File: src/rtl/core/ffha_pkg.sv
// Shared types and constants of the first-fit heap allocator.
`default_nettype none

package ffha_pkg;

  // Fixed geometry of the arena
  localparam int unsigned HEADER_BYTES = 48;
  localparam int unsigned PAGE_SHIFT   = 12;
  localparam int unsigned ALIGN_SHIFT  = 4;
  localparam int unsigned PAGE_BYTES   = 1 << PAGE_SHIFT;
  localparam int unsigned ALIGN_BYTES  = 1 << ALIGN_SHIFT;
  localparam int unsigned SPLIT_MIN    = HEADER_BYTES + ALIGN_BYTES;
  // Width of a page count for one request
  localparam int unsigned PG_W         = 34 - PAGE_SHIFT;
  // Arena ceiling of 2^44 bytes, in pages
  localparam logic [32:0] ARENA_PAGE_CAP = 33'd1 << (44 - PAGE_SHIFT);

  // Command codes
  localparam logic CMD_ALLOC = 1'b0;
  localparam logic CMD_FREE  = 1'b1;

  // Register indexes
  localparam logic REG_HEAP_READY  = 1'b0;
  localparam logic REG_ARENA_LIMIT = 1'b1;

  typedef enum logic [2:0] {
    ST_OK,
    ST_REJECTED,
    ST_EXHAUSTED,
    ST_BACKING,
    ST_IGNORED,
    ST_TABLE_FULL
  } status_t;

  typedef enum logic [4:0] {
    OP_NONE,
    OP_LATCH,
    OP_SETST,
    OP_ADV,
    OP_TAKE,
    OP_GSTART,
    OP_GSTEP,
    OP_WHOLE,
    OP_SPL_T,
    OP_SPL_B,
    OP_FIX,
    OP_GROW,
    OP_FTAKE,
    OP_WA_NEXT,
    OP_LOADN,
    OP_ABS,
    OP_WA,
    OP_SWAP,
    OP_LOADA,
    OP_PUB
  } dp_op_t;

  typedef struct packed {
    dp_op_t  op;
    status_t code;
  } dp_cmd_t;

  typedef struct packed {
    logic cur_nil;
    logic fit;
    logic split_want;
    logic g_done;
    logic g_nil;
    logic limit_bad;
    logic tail_nil;
    logic anext_nil;
    logic nnext_nil;
    logic aprev_nil;
    logic rd_free;
    logic off_hit;
    logic off_bad;
    logic zero_req;
    logic free_cmd;
    logic backing;
    logic out_busy;
  } dp_flags_t;

  typedef enum logic [4:0] {
    S_IDLE,
    S_START,
    S_A_WAIT,
    S_A_CHK,
    S_A_SPL,
    S_A_GRAB,
    S_A_WHOLE,
    S_A_WT,
    S_A_WB,
    S_G_CHK,
    S_G_GRAB,
    S_G_WR,
    S_F_WAIT,
    S_F_CHK,
    S_F_WB,
    S_N_WAIT,
    S_N_CHK,
    S_ABS1,
    S_WA1,
    S_P_START,
    S_P_WAIT,
    S_P_CHK,
    S_ABS2,
    S_WA2,
    S_FIX_WAIT,
    S_FIX,
    S_OUT
  } ctrl_state_t;

endpackage

`default_nettype wire

File: src/rtl/core/ffha_ctrl.sv
// Sequencer of the allocator: walks, slot scan, splits, growth and merges.
`default_nettype none

module ffha_ctrl
  import ffha_pkg::*;
(
  input  wire logic      clk,
  input  wire logic      rst,
  input  wire logic      in_valid,
  output logic           in_ready,
  input  wire logic      heap_ready,
  input  wire dp_flags_t flags,
  output dp_cmd_t        cmd
);

  ctrl_state_t state, state_next;
  ctrl_state_t ret, ret_next;

  // Hold state and return point
  always_ff @(posedge clk) begin
    if (rst) begin
      state <= S_IDLE;
      ret   <= S_OUT;
    end else begin
      state <= state_next;
      ret   <= ret_next;
    end
  end

  // Choose the next state
  always_comb begin
    state_next = state;
    ret_next   = ret;
    unique case (state)
      S_IDLE:     if (in_valid) state_next = S_START;
      S_START: begin
        if (!flags.free_cmd)
          state_next = (!heap_ready || flags.zero_req) ? S_OUT : S_A_WAIT;
        else
          state_next = (!heap_ready || flags.off_bad) ? S_OUT : S_F_WAIT;
      end
      S_A_WAIT:   state_next = flags.cur_nil ? S_G_CHK : S_A_CHK;
      S_A_CHK:    state_next = flags.fit ? S_A_SPL : S_A_WAIT;
      S_A_SPL:    state_next = flags.split_want ? S_A_GRAB : S_A_WHOLE;
      S_A_GRAB:   if (flags.g_done) state_next = flags.g_nil ? S_A_WHOLE : S_A_WT;
      S_A_WHOLE:  state_next = S_OUT;
      S_A_WT:     state_next = S_A_WB;
      S_A_WB: begin
        ret_next   = S_OUT;
        state_next = flags.anext_nil ? S_OUT : S_FIX_WAIT;
      end
      S_G_CHK:    state_next = flags.limit_bad ? S_OUT : S_G_GRAB;
      S_G_GRAB: begin
        if (flags.g_done)
          state_next = (flags.g_nil || !flags.backing) ? S_OUT : S_G_WR;
      end
      S_G_WR: begin
        ret_next   = S_OUT;
        state_next = flags.tail_nil ? S_OUT : S_FIX_WAIT;
      end
      S_F_WAIT:   state_next = flags.cur_nil ? S_OUT : S_F_CHK;
      S_F_CHK: begin
        if (flags.off_hit) state_next = flags.rd_free ? S_OUT : S_F_WB;
        else state_next = S_F_WAIT;
      end
      S_F_WB:     state_next = S_N_WAIT;
      S_N_WAIT:   state_next = flags.cur_nil ? S_P_START : S_N_CHK;
      S_N_CHK:    state_next = flags.rd_free ? S_ABS1 : S_P_START;
      S_ABS1:     state_next = S_WA1;
      S_WA1: begin
        ret_next   = S_P_START;
        state_next = flags.nnext_nil ? S_P_START : S_FIX_WAIT;
      end
      S_P_START:  state_next = flags.aprev_nil ? S_OUT : S_P_WAIT;
      S_P_WAIT:   state_next = S_P_CHK;
      S_P_CHK:    state_next = flags.rd_free ? S_ABS2 : S_OUT;
      S_ABS2:     state_next = S_WA2;
      S_WA2: begin
        ret_next   = S_OUT;
        state_next = flags.nnext_nil ? S_OUT : S_FIX_WAIT;
      end
      S_FIX_WAIT: state_next = S_FIX;
      S_FIX:      state_next = ret;
      S_OUT:      if (!flags.out_busy) state_next = S_IDLE;
      default:    state_next = S_IDLE;
    endcase
  end

  // Drive datapath commands
  always_comb begin
    cmd.op   = OP_NONE;
    cmd.code = ST_OK;
    in_ready = 1'b0;
    unique case (state)
      S_IDLE: begin
        in_ready = 1'b1;
        if (in_valid) cmd.op = OP_LATCH;
      end
      S_START: begin
        if (!flags.free_cmd) begin
          if (!heap_ready || flags.zero_req) begin
            cmd.op   = OP_SETST;
            cmd.code = ST_REJECTED;
          end
        end else if (!heap_ready || flags.off_bad) begin
          cmd.op   = OP_SETST;
          cmd.code = ST_IGNORED;
        end
      end
      S_A_CHK:    cmd.op = flags.fit ? OP_TAKE : OP_ADV;
      S_A_SPL:    if (flags.split_want) cmd.op = OP_GSTART;
      S_A_GRAB:   if (!flags.g_done) cmd.op = OP_GSTEP;
      S_A_WHOLE:  cmd.op = OP_WHOLE;
      S_A_WT:     cmd.op = OP_SPL_T;
      S_A_WB:     cmd.op = OP_SPL_B;
      S_G_CHK: begin
        if (flags.limit_bad) begin
          cmd.op   = OP_SETST;
          cmd.code = ST_EXHAUSTED;
        end else begin
          cmd.op = OP_GSTART;
        end
      end
      S_G_GRAB: begin
        if (!flags.g_done) begin
          cmd.op = OP_GSTEP;
        end else if (flags.g_nil) begin
          cmd.op   = OP_SETST;
          cmd.code = ST_TABLE_FULL;
        end else if (!flags.backing) begin
          cmd.op   = OP_SETST;
          cmd.code = ST_BACKING;
        end
      end
      S_G_WR:     cmd.op = OP_GROW;
      S_F_WAIT: begin
        if (flags.cur_nil) begin
          cmd.op   = OP_SETST;
          cmd.code = ST_IGNORED;
        end
      end
      S_F_CHK: begin
        if (!flags.off_hit) begin
          cmd.op = OP_ADV;
        end else if (flags.rd_free) begin
          cmd.op   = OP_SETST;
          cmd.code = ST_IGNORED;
        end else begin
          cmd.op = OP_FTAKE;
        end
      end
      S_F_WB:     cmd.op = OP_WA_NEXT;
      S_N_CHK:    if (flags.rd_free) cmd.op = OP_LOADN;
      S_ABS1:     cmd.op = OP_ABS;
      S_WA1:      cmd.op = OP_WA;
      S_P_START:  if (!flags.aprev_nil) cmd.op = OP_SWAP;
      S_P_CHK:    if (flags.rd_free) cmd.op = OP_LOADA;
      S_ABS2:     cmd.op = OP_ABS;
      S_WA2:      cmd.op = OP_WA;
      S_FIX:      cmd.op = OP_FIX;
      S_OUT:      if (!flags.out_busy) cmd.op = OP_PUB;
      default:    cmd.op = OP_NONE;
    endcase
  end

endmodule

`default_nettype wire

File: config.mk
export PLATFORM = sky130hd
export DESIGN_NAME = ffha_ctrl
export DESIGN_NICKNAME = d
export VERILOG_FILES = /design/src/rtl/core/ffha_pkg.sv /design/src/rtl/core/ffha_ctrl.sv
export SDC_FILE = /design/constraint.sdc
export NUM_CORES = 1
export LEC_CHECK = 0
export BUFFER_PORTS_ARGS = -buffer_cell sky130_fd_sc_hd__buf_4
export CAP_MARGIN = 20
export CORE_ASPECT_RATIO = 2
export CORE_MARGIN = 2
export CORE_UTILIZATION = 43
export DETAILED_ROUTE_END_ITERATION = 12
export GPL_ROUTABILITY_DRIVEN = 0
export PLACE_DENSITY = 0.66
export SYNTH_ARGS = -nofsm -noshare
export SYNTH_HDL_FRONTEND = slang
export SYNTH_SLANG_ARGS = --single-unit
File: constraint.sdc
create_clock -name clk -period 4.4 [get_ports clk]
set_clock_uncertainty 0.05 [all_clocks]
set_input_delay 0.88 -clock clk [delete_from_list [all_inputs] [get_ports clk]]
set_output_delay 0.88 -clock clk [all_outputs]
set_load 0.1 [all_outputs]
==> results of run 1 <==
[stage by stage]
| step | util | setup slack (ps) |
|---|---|---|
| finish | 0.5064 | 884.1 |
| global route | 0.5064 | 732.1 |
| CTS | 0.5064 | 962.2 |
| detailed placement | 0.4920 | 1209 |
| global placement | 0.4920 | 1212 |
| floorplan | - | 34.44 |
[layout make-up]
type	instances	area share
inverters	8	0.01900
flip-flops and latches	7	0.08868
multi-input cells	166	0.6825
clock buffers	4	0.02850
well taps	31	0.02454
repair buffers	33	0.1568
[layer usage]
layer  vias up  GRT usage
li1        815          -
met1       834     0.3496
met2        88     0.4639
met3        25    0.02381
met4         0     0.1680
met5         -          0
[how the worst max path moves through the flow]
stage                           from     end  slack [ps]  depth (start not counted)
2_1_floorplan               flags[6]  cmd[7]          30                          3
3_3_place_gp              heap_ready  cmd[4]        1210                          6
3_5_place_dp   state[3]$_SDFFE_PP0P_  cmd[4]        1210                          6
4_1_cts        state[3]$_SDFFE_PP0P_  cmd[4]         960                          6
5_1_grt        state[3]$_SDFFE_PP0P_  cmd[2]         730                          6
6_report       state[3]$_SDFFE_PP0P_  cmd[4]         880                          6
[cells by family after synthesis]
family,count (synthesis),share of synthesized area
and+or+nand+nor,81,0.3422
xor gates and xnor gates,1,0.006406
AOI/OAI and AO/OA,84,0.4401
buffers and inverters,29,0.1089
DFF,7,0.1025
[power by group through the flow]
stage / Combinational [mW] / Clock [mW] / Sequential [mW]
detailed placement: 0.969 / 0 / 0.152
CTS: 0.972 / 0.0912 / 0.151
floorplan: 0.847 / 0 / 0.0975
global placement: 0.972 / 0 / 0.152
global route: 1.04 / 0.0949 / 0.161
finish: 0.983 / 0.0894 / 0.155
[registers in the layout, indices dropped and copies added, names as in the netlist]
name   flops
state      5
ret        2
[worst max-delay path, stage by stage, from the launching register on]
cell and delay [ps]:
sky130_fd_sc_hd__dfxtp_1 900, sky130_fd_sc_hd__buf_4 310, sky130_fd_sc_hd__or2_1 270, sky130_fd_sc_hd__nor4_1 90, sky130_fd_sc_hd__a21o_1 190, sky130_fd_sc_hd__or3b_1 360, sky130_fd_sc_hd__buf_4 240
[synthesized netlist by cell type (all sizes together) (5+ instances only)]
cell | count | area [sq um]
a21oi | 19 | 95.09
buf | 16 | 100.1
nor2 | 16 | 67.56
nand2 | 14 | 52.55
nor2b | 9 | 56.30
o21ai | 9 | 56.31
a31oi | 8 | 50.05
inv | 8 | 30.03
nand2b | 8 | 52.55
dfxtp | 7 | 140.1
nand3 | 7 | 35.03
nor3 | 6 | 30.03
clkbuf | 5 | 18.77
nor4 | 5 | 31.28
o22ai | 5 | 31.28
==> impl_results.md, run 1 <==
* Result of the run: finished clean
* Gates resized, CTS repair at 0
* Overall overflow remaining after global route at 0
* Count of synthesis-stage warnings from yosys at 0
* Number of buffers added to fix hold violations after cts at 0
* Largest net degree at the start of global routing at 36
* Initial Utilization at 0.4383
* Worst-case hold path end point: ret[3]$_SDFFE_PP1P_
* Switching power total at ~790 uW
* P_leak at a little under 0.6 nW
* Worst reg-to-reg setup slack at 1850 ps
* Kind of capture point of the worst setup path: output pin
* Final cell count without fillers at between 200 and 250
* Placed Instance Area at between 1500 and 2000 sq um
* Clock insertion delay at the later pin of the skew report at 230 ps
* FFs w/ async S/R, synth at 0
* DRC violation count after routing at 0
* Most frequent cells in the layout: sky130_fd_sc_hd__buf_4, sky130_fd_sc_hd__a21oi_1, sky130_fd_sc_hd__nor2_1
* Power Dens Cells at 776.8 nW/um^2
* Number of cells after detailed placement at around 250
* Achievable clock frequency at 284.4 MHz
* Worst hold margin at 439.9 ps
* Buffers from clock root to sink, at most at 2
* Switching part of the total at 0.6450
* Fin area at 1580 sq um
* Design Power at 1.228 mW
* Fraction of final layout cells sized beyond drive strength 1 at 0.1881
* Worst r2r path cells at 5
* Detail-routed net length per standard cell at 19.77 um
* Number of nets in the final layout at 240
* Top layer in use: met4
* Vias per Instance at 7.076
* Signed area change from the synthesized netlist to the final layout at 15.55%
* Proportion of power drawn by flip-flops and latches at 0.126
* Layout filler cell count at 341
* Critical register-to-register path endpoint: state[4]$_SDFFE_PP0P_
* Chip height at roughly 84 um
* Mapped Avg Cell Area at 6.770 sq um
* Placed wire-length estimate after detailed placement at ~3.7 mm
* Final hold violation count at 0
* Number of max-slew violations in the final report at 0
* Total via count in the routed design at 1762
* CTS Sinks at 7
* RSZ-0062 raised after global routing: no
* Core ar. at approximately 3100 sq um
* Num ports at 30
* Clock buffer count from CTS at 3
* Routed length on met3 at approximately 250 um
* Summed instance area of the synthesized netlist at 1368 sq um
* Count of port buffers added during placement at 29
* Type of the setup path with the least slack: reg2out
* Max cap viols at 0
* Most frequent standard cell in the layout excluding fill and tap cells: sky130_fd_sc_hd__buf_4
* Final critical-path required period at 3516 ps
* Worst Min Path Start: ret[3]$_SDFFE_PP1P_
* Number of antenna violations at the first check in global routing at 0
* Most used DFF post-synth: sky130_fd_sc_hd__dfxtp_1
* Number of library cell types mapped by synthesis at 55
* Clock power frac at 0.073
* Net count after synthesis at roughly 220
* Signal arrival time at the worst endpoint at 2590 ps
* Die width at 43.88 um
* Headroom to the max-slew limit at 0.3997
* Post-synthesis register bit count at 7
* Final setup violation count at 0
* H-tree depth reported by CTS at 1
* Routed length on met1 at 1.877 mm
* Worst ir drop on vdd at 0.4630 mV
* Antenna diode instance count at 0
* First-pass iteration count of the detailed router at 5
* Placement Rows at 29
* ANT nets after route at 0
* Internal power component at 435.8 uW
* Iter 0 DRT Violations at slightly below 100
* Register clock-pin slew on the reported worst setup and hold paths at 40 ps
* Area occupied by multi-input gates at 1079 sq um
* Share of the clock period used by the worst path at 0.7991
* Number of stages on the worst hold path at 2
* CTS tree: built
* Number of enable-type register cells in the synthesized netlist at 0
* Worst min-delay path class: reg2reg
* Data required time of the worst path at 3470 ps
* Vias in the first global route at 1604
* First-pass GRT wire length at approximately 8.0 mm
* Part of the total power dissipated in combinational logic at 0.801
* Share of synthesized area occupied by flip-flops and latches at 0.1025
* Post-CTS setup repair buffer count at 0
* Actual slew at the worst max-slew pin at about 900 ps
* Category of the worst setup path launch point: flop
* Total negative slack for setup checks at 0 ps
* Total global-route track usage at 0.2861
* Launch instance of the worst register-to-register path: state[2]$_SDFFE_PP0P_
* Mapped Cells at 202
* Root Driver: sky130_fd_sc_hd__clkbuf_8
* Flip-flop and latch area at 140.1 sq um
* Routed wire length at 4.923 mm
* Die area at 3675 sq um
* Critical path fanouts, max at 26
* DR WL met2 at 2.517 mm
Power figures use the tool's default switching activity.
==> inputs of run 2 (changes only) <==
Settings changed: ABC_AREA set to 1, PLACE_DENSITY 0.66 to 0.67.
Clock period 4.4 ns to 3.45 ns, I/O delays scaled along.
==> impl_results.md, run 2 <==
* Most used DFF post-synth: sky130_fd_sc_hd__dfxtp_1
* Clock buffer count from CTS at 3
* Antenna diode instance count at 0
* Register clock-pin slew on the reported worst setup and hold paths at 40 ps
* Power Dens Cells at ~850 nW/um^2
* Kind of capture point of the worst setup path: output pin
* Type of the setup path with the least slack: reg2out
* Data required time of the worst path at 2710 ps
* Post-CTS setup repair buffer count at 0
* Main area contributors after synthesis: sky130_fd_sc_hd__nand2_1, sky130_fd_sc_hd__nor2_1, sky130_fd_sc_hd__dfxtp_1
* Utilization of the core after routing at 0.5584
* Largest net degree at the start of global routing at 16
* Clock insertion delay at the later pin of the skew report at between 200 and 250 ps
* Launch instance of the worst register-to-register path: state[4]$_SDFFE_PP0P_
* Worst min-delay path class: reg2reg
* Achievable clock frequency at 338.0 MHz
* Total global-route track usage at 0.3229
* Share of the clock period used by the worst path at 0.8577
* Routed wire length at 4.446 mm
* Number of antenna violations at the first check in global routing at 0
* Final hold violation count at 0
* Final critical-path required period at 2959 ps
* H-tree depth reported by CTS at 1
* Critical path fanouts, max at 15
* CTS tree: built
* Worst path cell trace: inv_1 -> nand2_2 -> nor2_1 -> nor2_1 -> nand2_1 -> nor2_1 -> nand3_1 -> buf_4
* Initial Utilization at 0.4430
* Headroom to the max-slew limit at 0.6783
* Gates resized, CTS repair at 0
* Part of the total power dissipated in combinational logic at 0.790
* Design Power at 1.262 mW
* Worst reg-to-reg setup slack at roughly 1300 ps
* Worst Min Path Start: ret[3]$_SDFFE_PP1P_
* Signal arrival time at the worst endpoint at approximately 2200 ps
* Total negative slack for setup checks at 0 ps
* Vias in the first global route at 1632
* Final setup violation count at 0
* Clock power frac at 0.090
* Post-synth top area cell: sky130_fd_sc_hd__nand2_1
* Worst-case hold path end point: ret[3]$_SDFFE_PP1P_
* Num ports at 30
* Critical register-to-register path endpoint: state[3]$_SDFFE_PP0P_
* Vias per Instance at 5.852
* Share of synthesized area occupied by flip-flops and latches at 0.1185
* Fraction of final layout cells sized beyond drive strength 1 at 0.1978
* Post-synthesis register bit count at 7
* Net count after synthesis at 258
* Number of library cell types mapped by synthesis at 29
* Slowest cell on crit path: sky130_fd_sc_hd__dfxtp_1
* Worst-case setup slack after placement at 803.4 ps
* Chip height at 78.16 um
* Total via count in the routed design at approximately 1700
* Category of the worst setup path launch point: flop
* CTS Sinks at 7
* Worst ir drop on vdd at 0.6111 mV
* DRC violation count after routing at 0
* Count of port buffers added during placement at 29
* Die width at 41.08 um
* Result of the run: finished clean
* Most numerous cell types in the synthesized netlist: sky130_fd_sc_hd__nand2_1, sky130_fd_sc_hd__nor2_1, sky130_fd_sc_hd__inv_1, sky130_fd_sc_hd__nand3_1, sky130_fd_sc_hd__nor3_1
* Setup WS post-layout at 491.0 ps
* Number of max-slew violations in the final report at 0
* Peak per-stage delay on the critical path at between 600 and 700 ps
* Number of nets in the final layout at 290
* RSZ-0062 raised after global routing: no
* FFs w/ async S/R, synth at 0
* Switching power total at 846.8 uW
* Most used standard cell by instance count after synthesis: sky130_fd_sc_hd__nand2_1
* Biggest register: state
* ANT nets after route at 0
* Biggest registers after layout: state: 5 flops, ret: 2 flops
* Buffers from clock root to sink, at most at 2
* Detail-routed net length per standard cell at 14.97 um
* Mapped Avg Cell Area at around 5.0 sq um
* Iter 0 DRT Violations at 144
* Summed instance area of the synthesized netlist at around 1200 sq um
* Root Driver: sky130_fd_sc_hd__clkbuf_8
* Top-area cell type share of the netlist area at 0.2095
* Number of enable-type register cells in the synthesized netlist at 0
* Origin of the worst setup path: state[4]$_SDFFE_PP0P_
* Count of synthesis-stage warnings from yosys at 0
* Largest register FFs at 5
* Number of stages on the worst hold path at 1
* First-pass GRT wire length at 7.424 mm
* Core ar. at 2669 sq um
* Signed area change from the synthesized netlist to the final layout at 26.03%
* Max cap viols at 0
* P_leak at ~0.87 nW
* Most frequent standard cell in the layout excluding fill and tap cells: sky130_fd_sc_hd__nand2_1
* Proportion of power drawn by flip-flops and latches at 0.120
* Overall overflow remaining after global route at 0
* Number of buffers added to fix hold violations after cts at 0
* Switching part of the total at 0.6710
* Internal power component at 415.2 uW
* Critical Path Most Common Cell: sky130_fd_sc_hd__nor2_1
* Mapped Cells at 237
* Placement Rows at 27
* Die area at 3211 sq um
* Actual slew at the worst max-slew pin at roughly 480 ps
* First-pass iteration count of the detailed router at 6
* Most frequent cells in the layout: sky130_fd_sc_hd__nand2_1, sky130_fd_sc_hd__nor2_1, sky130_fd_sc_hd__buf_4
* Placed wire-length estimate after detailed placement at 3.551 mm
* Worst r2r path cells at 9
run 2: layout make-up:
class | instances | area [sq um]
Timing Repair Buffer | 30 | 225.2
Fill cell | 276 | 1179
Inverter | 32 | 120.1
Tap cell | 29 | 36.28
Sequential cell | 7 | 140.1
Clock buffer | 4 | 45.04
Multi-Input combinational cell | 195 | 923.4
run 2: worst max-delay path by stage:
stage / to / slack [ps]
3_5_place_dp: cmd[3] / 800
5_1_grt: cmd[3] / 360
4_1_cts: cmd[3] / 560
6_report: cmd[3] / 490
2_1_floorplan: cmd[1] / 140
3_3_place_gp: cmd[3] / 840
run 2: cell families after synthesis:
| family | share of synthesized area |
|---|---|
| AND/OR/NAND/NOR | 0.6656 |
| buffers and inverters | 0.1132 |
| AO/OA/AOI/OAI | 0.1026 |
| flip-flops | 0.1185 |
run 2: critical path, delay by kind of cell, from the launching register on:
| family | cells | cell delay (ps) |
|---|---|---|
| buffers and inverters | 2 | 550 |
| flip-flops | 1 | 610 |
| AND/OR/NAND/NOR | 6 | 840 |
run 2: per-stage QoR:
step | hold slack [ps] | cell area [sq um] | instances
after CTS | 410.0 | 1490 | 297
after global placement | 396.2 | 1445 | 293
after floorplan | 385.8 | 1197 | 237
after detailed placement | 401.2 | 1445 | 293
after global routing | 446.9 | 1490 | 297
final | 406.8 | 1490 | 297
run 2: power groups by stage:
stage          clock network, mW  registers, mW  logic (mW)
4_1_cts                    0.117          0.149       0.975
3_5_place_dp                   0          0.150       0.972
6_report                   0.113          0.151       0.997
2_1_floorplan                  0          0.134       0.769
3_3_place_gp                   0          0.149       0.974
5_1_grt                    0.120          0.154        1.07
run 2: layer usage:
layer  share of wire  global-route usage  vias to the layer above
li1                -                   -                      837
met2            0.50              0.4906                      125
met3           0.096             0.07062                       26
met4           0.052              0.1900                        0
met5               0                   0                        -
met1            0.35              0.3857                      750
